**src/hdl/tnh_pkg.sv**
```systemverilog
// tnh_pkg: shared widths, entry and compare types for the top-n heap tracker
// no dependencies

package tnh_pkg;

    localparam int VALUE_W = 32;
    localparam int STAMP_W = 64;
    localparam int SLOT_W = 4;
    localparam int HEAP_SIZE_DEF = 16;

    typedef struct packed {
        logic signed [VALUE_W-1:0] value;
        logic [STAMP_W-1:0] stamp;
    } entry_t;

    typedef struct packed {
        logic take_right;
        logic stop;
    } pick_t;

endpackage

```
**src/hdl/tnh_heap_mem.sv**
```systemverilog
// tnh_heap_mem: heap entry storage, one write port and two registered read ports
// depends on tnh_pkg for entry_t

module tnh_heap_mem #(
    parameter int DEPTH = tnh_pkg::HEAP_SIZE_DEF,
    parameter int AW = $clog2(tnh_pkg::HEAP_SIZE_DEF)
) (
    input  logic clk,
    input  logic we,
    input  logic [AW-1:0] waddr,
    input  tnh_pkg::entry_t wdata,
    input  logic [AW-1:0] raddr_a,
    output tnh_pkg::entry_t rdata_a,
    input  logic [AW-1:0] raddr_b,
    output tnh_pkg::entry_t rdata_b
);

    tnh_pkg::entry_t mem [DEPTH];

    always_ff @(posedge clk)
    begin
        if (we)
        begin
            mem[waddr] <= wdata;
        end
        rdata_a <= mem[raddr_a];
        rdata_b <= mem[raddr_b];
    end

endmodule

```
**src/hdl/tnh_pick.sv**
```systemverilog
// tnh_pick: chooses the child to descend to and decides whether the sift stops
// depends on tnh_pkg for entry_t and pick_t

module tnh_pick (
    input  tnh_pkg::entry_t left,
    input  tnh_pkg::entry_t right,
    input  logic right_ok,
    input  logic signed [tnh_pkg::VALUE_W-1:0] item_value,
    output tnh_pkg::pick_t pick
);

    logic signed [tnh_pkg::VALUE_W-1:0] pick_value;

    always_comb
    begin
        if (!right_ok)
        begin
            pick.take_right = 1'b0;
        end
        else if (left.value == right.value)
        begin
            // equal values: newer stamp wins
            pick.take_right = !(left.stamp > right.stamp);
        end
        else
        begin
            pick.take_right = !(left.value < right.value);
        end
        pick_value = pick.take_right ? right.value : left.value;
        pick.stop = item_value < pick_value;
    end

endmodule

```
**src/hdl/top_n_heap_tracker.sv**
```systemverilog
// top_n_heap_tracker: top level, sift-down sequencer around the heap memory
// depends on tnh_pkg, tnh_heap_mem and tnh_pick

// Keeps the HEAP_SIZE largest values with their stamps in a min-heap held in
// one memory with two read ports and one write port. After reset the block
// zeroes the memory, one slot a cycle, and takes no item meanwhile. One item
// is worked at a time. A read or an ignored insert reads the root or slot at
// acceptance and finishes in the root state. An accepted insert then descends
// level by level: each level returns both children from the memory, compares
// them and writes one entry back, plus one more write when it reaches a leaf.
// The result sits in an output register; a result that finds that register
// still stalled waits in the put state, and no item is accepted until it is
// passed on.

module top_n_heap_tracker #(
    parameter int HEAP_SIZE = tnh_pkg::HEAP_SIZE_DEF
) (
    input  logic clk,
    input  logic rst_n,
    input  logic in_valid,
    output logic in_stall,
    input  logic mode,
    input  logic signed [tnh_pkg::VALUE_W-1:0] value,
    input  logic [tnh_pkg::STAMP_W-1:0] stamp,
    input  logic [tnh_pkg::SLOT_W-1:0] slot,
    output logic out_valid,
    input  logic out_stall,
    output logic accepted,
    output logic signed [tnh_pkg::VALUE_W-1:0] entry_value,
    output logic [tnh_pkg::STAMP_W-1:0] entry_stamp
);

    localparam int AW = $clog2(HEAP_SIZE);
    localparam int CW = AW + 2;

    localparam logic [2:0] S_CLEAR = 3'd0;
    localparam logic [2:0] S_IDLE = 3'd1;
    localparam logic [2:0] S_ROOT = 3'd2;
    localparam logic [2:0] S_EVAL = 3'd3;
    localparam logic [2:0] S_LAST = 3'd4;
    localparam logic [2:0] S_PUT = 3'd5;

    logic [2:0] state_reg, state_next;
    logic [AW-1:0] clr_reg, clr_next;
    logic [AW-1:0] cur_reg, cur_next;
    logic right_ok_reg, right_ok_next;
    logic mode_reg;
    logic slot_ok_reg;
    tnh_pkg::entry_t item_reg;

    logic out_valid_reg, out_valid_next;
    logic acc_out_reg;
    tnh_pkg::entry_t ent_out_reg;
    logic pend_acc_reg;
    tnh_pkg::entry_t pend_ent_reg;

    logic we;
    logic [AW-1:0] waddr;
    tnh_pkg::entry_t wdata;
    logic [AW-1:0] raddr_a, raddr_b;
    tnh_pkg::entry_t rdata_a, rdata_b;

    tnh_pkg::pick_t pick;
    logic in_fire;
    logic out_free;
    logic fin;
    logic fin_acc;
    tnh_pkg::entry_t fin_ent;
    logic [31:0] slot_wide;
    logic slot_ok;
    logic [CW-1:0] cur_left, cur_right, root_left, root_right;
    logic [CW-1:0] pick_idx, pick_left, pick_right;

    tnh_heap_mem #(
        .DEPTH(HEAP_SIZE),
        .AW(AW)
    ) u_mem (
        .clk(clk),
        .we(we),
        .waddr(waddr),
        .wdata(wdata),
        .raddr_a(raddr_a),
        .rdata_a(rdata_a),
        .raddr_b(raddr_b),
        .rdata_b(rdata_b)
    );

    tnh_pick u_pick (
        .left(rdata_a),
        .right(rdata_b),
        .right_ok(right_ok_reg),
        .item_value(item_reg.value),
        .pick(pick)
    );

    assign in_stall = (state_reg != S_IDLE);
    assign in_fire = in_valid && !in_stall;
    assign out_free = !out_valid_reg || !out_stall;

    assign slot_wide = 32'(slot);
    assign slot_ok = slot_wide < 32'(HEAP_SIZE);

    assign root_left = CW'(1);
    assign root_right = CW'(2);
    assign cur_left = CW'({cur_reg, 1'b1});
    assign cur_right = cur_left + CW'(1);
    assign pick_idx = pick.take_right ? cur_right : cur_left;
    assign pick_left = CW'({pick_idx[AW-1:0], 1'b1});
    assign pick_right = pick_left + CW'(1);

    always_comb
    begin
        state_next = state_reg;
        clr_next = clr_reg;
        cur_next = cur_reg;
        right_ok_next = right_ok_reg;
        we = 1'b0;
        waddr = cur_reg;
        wdata = item_reg;
        raddr_a = '0;
        raddr_b = '0;
        fin = 1'b0;
        fin_acc = 1'b0;
        fin_ent = '0;
        case (state_reg)
            S_CLEAR:
            begin
                we = 1'b1;
                waddr = clr_reg;
                wdata = '0;
                clr_next = clr_reg + AW'(1);
                if (clr_reg == AW'(HEAP_SIZE - 1))
                begin
                    state_next = S_IDLE;
                end
            end
            S_IDLE:
            begin
                raddr_a = mode ? slot_wide[AW-1:0] : '0;
                if (in_fire)
                begin
                    state_next = S_ROOT;
                end
            end
            S_ROOT:
            begin
                if (mode_reg)
                begin
                    fin = 1'b1;
                    fin_ent = slot_ok_reg ? rdata_a : '0;
                end
                else if (item_reg.value < rdata_a.value)
                begin
                    fin = 1'b1;
                end
                else
                begin
                    // new entry takes the root, look at its children
                    cur_next = '0;
                    raddr_a = root_left[AW-1:0];
                    raddr_b = root_right[AW-1:0];
                    right_ok_next = root_right < CW'(HEAP_SIZE);
                    state_next = S_EVAL;
                end
            end
            S_EVAL:
            begin
                we = 1'b1;
                waddr = cur_reg;
                if (pick.stop)
                begin
                    wdata = item_reg;
                    fin = 1'b1;
                    fin_acc = 1'b1;
                end
                else
                begin
                    wdata = pick.take_right ? rdata_b : rdata_a;
                    cur_next = pick_idx[AW-1:0];
                    raddr_a = pick_left[AW-1:0];
                    raddr_b = pick_right[AW-1:0];
                    right_ok_next = pick_right < CW'(HEAP_SIZE);
                    if (pick_left < CW'(HEAP_SIZE))
                    begin
                        state_next = S_EVAL;
                    end
                    else
                    begin
                        state_next = S_LAST;
                    end
                end
            end
            S_LAST:
            begin
                we = 1'b1;
                waddr = cur_reg;
                wdata = item_reg;
                fin = 1'b1;
                fin_acc = 1'b1;
            end
            S_PUT:
            begin
                if (out_free)
                begin
                    state_next = S_IDLE;
                end
            end
            default:
            begin
                state_next = S_IDLE;
            end
        endcase
        if (fin)
        begin
            state_next = out_free ? S_IDLE : S_PUT;
        end
    end

    always_comb
    begin
        out_valid_next = out_valid_reg;
        if (out_valid_reg && !out_stall)
        begin
            out_valid_next = 1'b0;
        end
        if ((fin || state_reg == S_PUT) && out_free)
        begin
            out_valid_next = 1'b1;
        end
    end

    always_ff @(posedge clk or negedge rst_n)
    begin
        if (!rst_n)
        begin
            state_reg <= S_CLEAR;
            clr_reg <= '0;
            cur_reg <= '0;
            right_ok_reg <= 1'b0;
            out_valid_reg <= 1'b0;
        end
        else
        begin
            state_reg <= state_next;
            clr_reg <= clr_next;
            cur_reg <= cur_next;
            right_ok_reg <= right_ok_next;
            out_valid_reg <= out_valid_next;
        end
    end

    always_ff @(posedge clk)
    begin
        if (in_fire)
        begin
            mode_reg <= mode;
            slot_ok_reg <= slot_ok;
            item_reg.value <= value;
            item_reg.stamp <= stamp;
        end
        if (fin)
        begin
            pend_acc_reg <= fin_acc;
            pend_ent_reg <= fin_ent;
        end
        if (fin && out_free)
        begin
            acc_out_reg <= fin_acc;
            ent_out_reg <= fin_ent;
        end
        else if (state_reg == S_PUT && out_free)
        begin
            acc_out_reg <= pend_acc_reg;
            ent_out_reg <= pend_ent_reg;
        end
    end

    assign out_valid = out_valid_reg;
    assign accepted = acc_out_reg;
    assign entry_value = ent_out_reg.value;
    assign entry_stamp = ent_out_reg.stamp;

    a_write_in_range: assert property (@(posedge clk) disable iff (!rst_n)
        we |-> (32'(waddr) < 32'(HEAP_SIZE)))
        else $error("heap write outside heap");

    a_accept_reads_root: assert property (@(posedge clk) disable iff (!rst_n)
        in_fire |=> (state_reg == S_ROOT))
        else $error("accepted item did not go to root read");

    a_eval_has_child: assert property (@(posedge clk) disable iff (!rst_n)
        (state_reg == S_EVAL) |-> (cur_left < CW'(HEAP_SIZE)))
        else $error("sift level without a child");

    a_descend: assert property (@(posedge clk) disable iff (!rst_n)
        (state_reg == S_EVAL && !pick.stop) |=> (cur_reg > $past(cur_reg)))
        else $error("sift did not move down");

    a_result_held: assert property (@(posedge clk) disable iff (!rst_n)
        (out_valid_reg && out_stall) |=> (out_valid_reg && $stable(ent_out_reg)
            && $stable(acc_out_reg)))
        else $error("waiting result overwritten");

endmodule
```
**config.mk**
```make
export PLATFORM = sky130hd
export DESIGN_NAME = top_n_heap_tracker
export DESIGN_NICKNAME = d
export VERILOG_FILES = /design/src/hdl/tnh_pkg.sv /design/src/hdl/tnh_heap_mem.sv /design/src/hdl/tnh_pick.sv /design/src/hdl/top_n_heap_tracker.sv
export SDC_FILE = /design/constraint.sdc
export NUM_CORES = 2
export LEC_CHECK = 0
export BUFFER_PORTS_ARGS = -buffer_cell sky130_fd_sc_hd__buf_2
export CORE_ASPECT_RATIO = 0.8
export CORE_UTILIZATION = 35
export DETAILED_ROUTE_END_ITERATION = 12
export HOLD_SLACK_MARGIN = 0.06
export SETUP_SLACK_MARGIN = 0.02
export SLEW_MARGIN = 20
export SYNTH_ARGS = -nofsm -noshare
export SYNTH_HDL_FRONTEND = slang
export SYNTH_SLANG_ARGS = --single-unit
export TNS_END_PERCENT = 30
```
**constraint.sdc**
```tcl
create_clock -name clk -period 9.8 [get_ports clk]
set_input_delay 1.47 -clock clk [delete_from_list [all_inputs] [get_ports clk]]
set_output_delay 1.47 -clock clk [all_outputs]
set_load 0.05 [all_outputs]
```
-- After elaboration in Yosys (flattened, before gate mapping)
Memories as Yosys holds them, arrays and structs flattened. A register that Yosys moved wholly into a read port is not among the register bits.
Cells that the tools add are included.
W data, S select, Z words.
- bits in read-only memories: 0
- memories kept: 1
- RAM bits: 1536
- input port bits: 105
- output and inout port bits: 99
- latch bits: 0
- bits in registers: 305
- word-level logic and storage cells: 115
- memories (memory ; words ; width ; rd ports ; clocked after Yosys merged registers in ; write ports ; line ; text):
    u_mem.mem ; 16 ; 96 ; 2 ; 2 ; 1 ; tnh_heap_mem.sv:18 ; tnh_pkg::entry_t mem [DEPTH];
- bitwise gates (word level): 0
- div/mod/pow operators: 0
- multiply operators: 0
- add/subtract/negate cells: 3
- muxes and demuxes: 52
- reductions and logical operators: 19
- equal/unequal tests: 18
- shift-type cells: 0
- order comparisons: 7
- operator list (cell ; count):
    $mux W96 ; 7
    $pmux W96 S2 ; 1
    $lt A32 B32 Y1 ; 3
    $gt A64 B64 Y1 ; 1
    $eq A32 B32 Y1 ; 1
    $mux W32 ; 1
    $mux W4 ; 8
    $mux W3 ; 9
    $ne A3 B3 Y1 const B ; 6
    $pmux W3 S6 ; 1
    $mux W1 ; 17
    $pmux W4 S2 ; 2
    $pmux W4 S3 ; 1
    $add A4 B1 Y4 const B ; 2
    $ne A2 B2 Y1 const B ; 4
    $reduce_and A7 Y1 ; 1
    $add A5 B1 Y6 const B ; 1
    $eq A3 B2 Y1 const B ; 2
    $eq A3 B3 Y1 const B ; 2
    $lt A6 B5 Y1 const B ; 1
    $reduce_bool A2 Y1 ; 3
    $logic_and A1 B1 Y1 ; 5
    $logic_not A1 Y1 ; 5
    $lt A4 B5 Y1 const B ; 1
    11 further kinds ; 14

-- Logic depth before layout (Yosys ltp)
- depth after elaboration: 11
- depth in mapped cells: 30
- gate-level depth less buffers: 24

-- Modules after synthesis
Synthesis repeated with hierarchy kept, for this count alone.
- cell total of the unflattened synthesis: 4902
- area total of the unflattened synthesis: 90060.1 um^2
- modules (own cells, without submodules) (module ; times used ; cells each ; sequential area each (um^2) ; area an instance (um^2)):
    tnh_heap_mem ; 1 ; 3361 ; 49967.9 ; 72427.0
    top_n_heap_tracker ; 1 ; 1073 ; 9063.7 ; 14052.2
    tnh_pick ; 1 ; 468 ; 0.0 ; 3580.9

-- Worst setup path after synthesis
OpenSTA, ideal clock, no wires.
- path kind: register to register
- from: reg u_mem.rdata_a[95] (netlist name)
- to: reg acc_out_reg (netlist: accepted) (enable)
- slack: -0.567 ns
- stages on the path, launching flop included: 26
- data required time: 9.216 ns
- arrival time: 9.783 ns
- cell sequence: dfxtp_1 > ha_1 > nand4_1 > nor3_1 > a221o_1 > a211oi_1 > nand4_1 > o211a_1 > buf_4 > inv_2 > clkbuf_1 > clkbuf_1 > nor2_1 > a21oi_1 > ha_1 > and4_1 > a41oi_1 > o21ai_0 > a21oi_1 > and3_4 > nor3_1 > mux2_1 > o21a_1 > a2111o_1 > a21boi_0 > a21oi_1
- cells in the longest elaborated chain, start to end: 10
- elaborated cells between the ends (all ways): 14
- RTL lines (what ; line ; text):
    $lt A32 B32 Y1 ; tnh_pick.sv:27 ; pick.take_right = !(left.value < right.value);
    $logic_not A1 Y1 ; tnh_pick.sv:27 ;
    $mux W1 ; tnh_pick.sv:20 ; else if (left.value == right.value)
    $mux W1 ; tnh_pick.sv:16 ; if (!right_ok)
    $mux W32 ; tnh_pick.sv:29 ; pick_value = pick.take_right ? right.value : left.value;
    $lt A32 B32 Y1 ; tnh_pick.sv:30 ; pick.stop = item_value < pick_value;
    $mux W1 ; top_n_heap_tracker.sv:170 ; if (pick.stop)
    $pmux W1 S3 * ; top_n_heap_tracker.sv:125 ; case (state_reg)
    $logic_and A1 B1 Y1 * ; top_n_heap_tracker.sv:266 ; if (fin && out_free)
    $reduce_bool A2 Y1 (no source line) * ; - ;
    end signal: assignment ; top_n_heap_tracker.sv:268 ; acc_out_reg <= fin_acc;
    end signal: assignment ; top_n_heap_tracker.sv:273 ; acc_out_reg <= pend_acc_reg;
    end: declaration ; top_n_heap_tracker.sv:52 ; logic acc_out_reg;
Every way passes the cells marked *; elsewhere a longest branch is shown, timed or not.
A chain may end at the register's enable or synchronous reset.

-- Worst setup path in the final report
- from: reg u_mem.rdata_a[55] (netlist name)
- to: reg u_mem.rdata_a[28] (netlist name)
- cells in the longest elaborated chain, start to end: 8
- elaborated cells between the ends (all ways): 9
- RTL lines (what ; line ; text):
    $gt A64 B64 Y1 * ; tnh_pick.sv:23 ; pick.take_right = !(left.stamp > right.stamp);
    $logic_not A1 Y1 * ; tnh_pick.sv:23 ;
    $mux W1 * ; tnh_pick.sv:20 ;
    $mux W1 * ; tnh_pick.sv:16 ;
    $mux W32 ; tnh_pick.sv:29 ;
    $lt A32 B32 Y1 ; tnh_pick.sv:30 ;
    $mux W4 * ; top_n_heap_tracker.sv:170 ;
    $pmux W4 S3 * ; top_n_heap_tracker.sv:125 ;
Marked as above.

==> flow_summary.json <==
{
  "status": "finished clean",
  "final_layout_size_suffix_gt1_share_pct": 10.8,
  "cp_data_arrival_time_ns": 9.87,
  "finalWirelength_um": 312000,
  "max_clock_buf_depth": 4,
  "timing.critical_path.fanout_max": 188,
  "setup.worst_path.class": "reg2reg",
  "tritoncts.num_buffers": 207,
  "seq_area_um2": 59000,
  "drt-met1-wl_um": 126000,
  "post_cts_resized": 0,
  "clk_root_buffer_cell": "sky130_fd_sc_hd__clkbuf_16",
  "clkSlewWorstSetupHoldPaths_ns": 0.06,
  "final_hold_viol_count": 0,
  "timing_worst_slew_pin_value_ns": 1.19,
  "worstSkewPairLatency_ns": 0.90,
  "critical_path.endpoint_type": "flip-flop",
  "yosysWarningCount": 0,
  "synthCells": 8184,
  "cp-start-kind": "flip-flop",
  "nNetsFinal": 8465,
  "fp.dieArea_um2": 265000,
  "drc": 0,
  "max_slew_margin_pct": 20.2,
  "register_bank_with_the_most_flops": "u_mem.mem",
  "synth_edf_count": 1827,
  "hp-class": "in2async",
  "grt_first_pass_wirelength_um": 449000,
  "cap_viol_max_count": 0,
  "ys_async_sr_fraction_pct": 0.640,
  "grt_pass1_vias": 64600,
  "topRoutingLayerUsed": "met5",
  "drt_pre_antenna_iters": 6,
  "dr_wl_met2_um": 138000,
  "dieWidth_um": 575,
  "cts-htree-levels": 4,
  "grt_remaining_overflow": 0,
  "cts-hold-fix-buffers": 0,
  "report.final.setup_viol": 0,
  "grt_max_degree": 205,
  "tcrit_tclk_final_pct": 93.1,
  "fin_worst_skew_ns": 0.0593,
  "floorplan.initialDensity_pct": 35.3,
  "synth_top_cell_by_area": "sky130_fd_sc_hd__edfxtp_1",
  "yosys_register_bits": 2032,
  "synthesis.area_per_instance_um2": 11.2,
  "largest_register_ffs": 1536,
  "postSynthNetCount": 8450,
  "globalplace.congestion": 0.879,
  "multi_input_comb_area_um2": 29900,
  "postCtsSetupRepairBufs": 0,
  "rsz0062_at_grt": "false",
  "detailedRoute.firstIterationViolations": 9266,
  "max_freq_mhz": 110,
  "yosysUniqueCellTypes": 70,
  "postSynth.topFlopCell": "sky130_fd_sc_hd__edfxtp_1",
  "route.met3.wl_um": 32900,
  "route.antenna.remaining_nets": 0,
  "synthToLayoutAreaGrowth_pct": 13.3,
  "global_route.usage.total_pct": 22.8,
  "place.port_buffers": 203,
  "mappedNetlistArea_um2": 91900,
  "cts.sink_count": 2032,
  "rrSetupSlack_ns": 0.67,
  "final.fill_count": 24500,
  "fin_tns_setup_ns": 0,
  "route.detailed.vias_per_inst": 5.89,
  "dp_hpwl_um": 174000,
  "floorplan.io_pins": 204,
  "layout_min_cycle_time_ns": 9.13,
  "grt_antenna_before_repair": 4,
  "worst-endpoint-required_ns": 10.54,
  "final_max_slew_viol_count": 0,
  "detail_route.wl_per_cell_um": 26.4,
  "via_count": 69700,
  "cts_tree": "done",
  "core.rowCount": 167,
  "synth-seq-area-share_pct": 64.3,
  "synth.top_cells.by_area": "sky130_fd_sc_hd__edfxtp_1, sky130_fd_sc_hd__nand3_1, sky130_fd_sc_hd__nand2_1",
  "synth_top_area_share_pct": 59.7,
  "fp.coreArea_um2": 260000,
  "fp.dieH_um": 460
}
-- layout by cell type (no fill, tap or decap), drive strengths merged, types with 4 or more instances in the layout --
cell type / count
xnor2: 5
a21o: 28
a221oi: 100
ha: 161
clkinvlp: 8
o21ai: 512
clkinv: 62
nand2b: 6
inv: 153
o22ai: 194
nand2: 1490
a31o: 99
o21a: 7
nor3: 22
o211ai: 4
a31oi: 10
nand4: 127
nor3b: 4
nor2: 322
clkbuf: 281
nor2b: 104
a211oi: 101
dfrtp: 13
nor4: 12
bufinv: 17
dfxtp: 192
and2: 101
nand3: 1355
a22o: 97
mux2i: 103
and4: 4
edfxtp: 1827
a311oi: 96
and3: 8
buf: 457
a21oi: 254
-- through the flow --
stage                     cell area (µm²)  hold WS, ns  std cells  worst slack [ns]  util (%)
after floorplan                     91900        0.488       8184              1.61         -
after global placement              97200        0.515      11400             0.383      37.4
after detailed placement            97300        0.518      11500             0.772      37.4
after CTS                          104000        0.449      11800             0.725      40.0
after global routing               104000        0.484      11800             0.396      40.0
final                              104000        0.486      11800             0.672      40.0
-- cell usage after synthesis, types with 7 or more instances --
library cell,count
sky130_fd_sc_hd__edfxtp_1,1827
sky130_fd_sc_hd__nand2_1,1489
sky130_fd_sc_hd__nand3_1,1354
sky130_fd_sc_hd__o21ai_0,509
sky130_fd_sc_hd__clkbuf_1,459
sky130_fd_sc_hd__nor2_1,322
sky130_fd_sc_hd__a21oi_1,252
sky130_fd_sc_hd__o22ai_1,194
sky130_fd_sc_hd__dfxtp_1,192
sky130_fd_sc_hd__ha_1,161
sky130_fd_sc_hd__inv_1,143
sky130_fd_sc_hd__nand4_1,127
sky130_fd_sc_hd__buf_2,118
sky130_fd_sc_hd__nor2b_1,104
sky130_fd_sc_hd__mux2i_1,102
sky130_fd_sc_hd__a211oi_1,101
sky130_fd_sc_hd__and2_1,101
sky130_fd_sc_hd__a22o_1,97
sky130_fd_sc_hd__a311oi_1,96
sky130_fd_sc_hd__a31o_1,96
sky130_fd_sc_hd__a221oi_2,88
sky130_fd_sc_hd__buf_1,53
sky130_fd_sc_hd__a21o_1,28
sky130_fd_sc_hd__nor3_1,18
sky130_fd_sc_hd__buf_6,15
sky130_fd_sc_hd__dfrtp_1,13
sky130_fd_sc_hd__a221oi_1,12
sky130_fd_sc_hd__a31oi_1,10
sky130_fd_sc_hd__nor4_1,10
sky130_fd_sc_hd__and3_1,7
sky130_fd_sc_hd__o21a_1,7
-- worst max-delay path, cell delays in order (launching register included) --
cell                       delay [ns]
sky130_fd_sc_hd__dfxtp_1         0.41
sky130_fd_sc_hd__ha_1            0.36
sky130_fd_sc_hd__nand4_1         0.18
sky130_fd_sc_hd__nor4_2          0.96
sky130_fd_sc_hd__nand2_1         0.31
sky130_fd_sc_hd__nor3_1          0.67
sky130_fd_sc_hd__nor4_1          0.23
sky130_fd_sc_hd__o211a_1         0.51
sky130_fd_sc_hd__inv_8           0.38
sky130_fd_sc_hd__buf_4           0.77
sky130_fd_sc_hd__nor2_1          0.09
sky130_fd_sc_hd__a21oi_1         0.18
sky130_fd_sc_hd__ha_1            0.28
sky130_fd_sc_hd__a21o_1          0.17
sky130_fd_sc_hd__a21oi_1         0.24
sky130_fd_sc_hd__o31ai_1         0.11
sky130_fd_sc_hd__o21a_1          0.24
sky130_fd_sc_hd__nor2_1          0.28
sky130_fd_sc_hd__mux2_2          0.46
sky130_fd_sc_hd__nand3_4         0.46
sky130_fd_sc_hd__buf_12          0.59
sky130_fd_sc_hd__o21ai_0         0.20
sky130_fd_sc_hd__nand3_1         0.14
sky130_fd_sc_hd__nand4_1         0.15
sky130_fd_sc_hd__a221oi_2        0.31
-- metal layers --
metal | track usage, % | vias up
met3 | 4.11 | 724
li1 | - | 30400
met4 | 9.83 | 2
met2 | 35.4 | 4337
met5 | 0 | -
met1 | 31.3 | 34200
-- worst paths after layout --
kind,cells after the start,to,from
min in group clk,1,entry_stamp[14],pend_ent_reg[14]
max in group asynchronous,1,state_reg[1],rst_n
worst max register to register,24,u_mem.rdata_a[28],u_mem.rdata_a[55]
worst min register to register,1,entry_stamp[14],pend_ent_reg[14]
worst max-delay path,24,u_mem.rdata_a[28],u_mem.rdata_a[55]
worst min-delay path,1,out_valid,rst_n
-- layout make-up --
class	count	area share, %
clock inverter	96	0.978
timing repair buffer	457	3.42
clock buffer	281	5.47
antenna	3	0.00721
multi-input combinational	5357	28.7
tap	3464	4.16
sequential	2032	56.7
inverter	144	0.527
-- logic make-up after synthesis --
logic type / Yosys count / synth area share, %
DFF: 2032 / 64.3
muxes: 105 / 1.15
xor gates and xnor gates: 6 / 0.0572
buffers and inverters: 795 / 3.56
adders and majority gates: 161 / 2.19
and+or+nand+nor: 3561 / 17.5
AOI/OAI and AO/OA: 1524 / 11.3
Power is left out: the tool's default activity adds up to more than one toggle a clock period on the data nets, which glitch-free logic cannot reach.
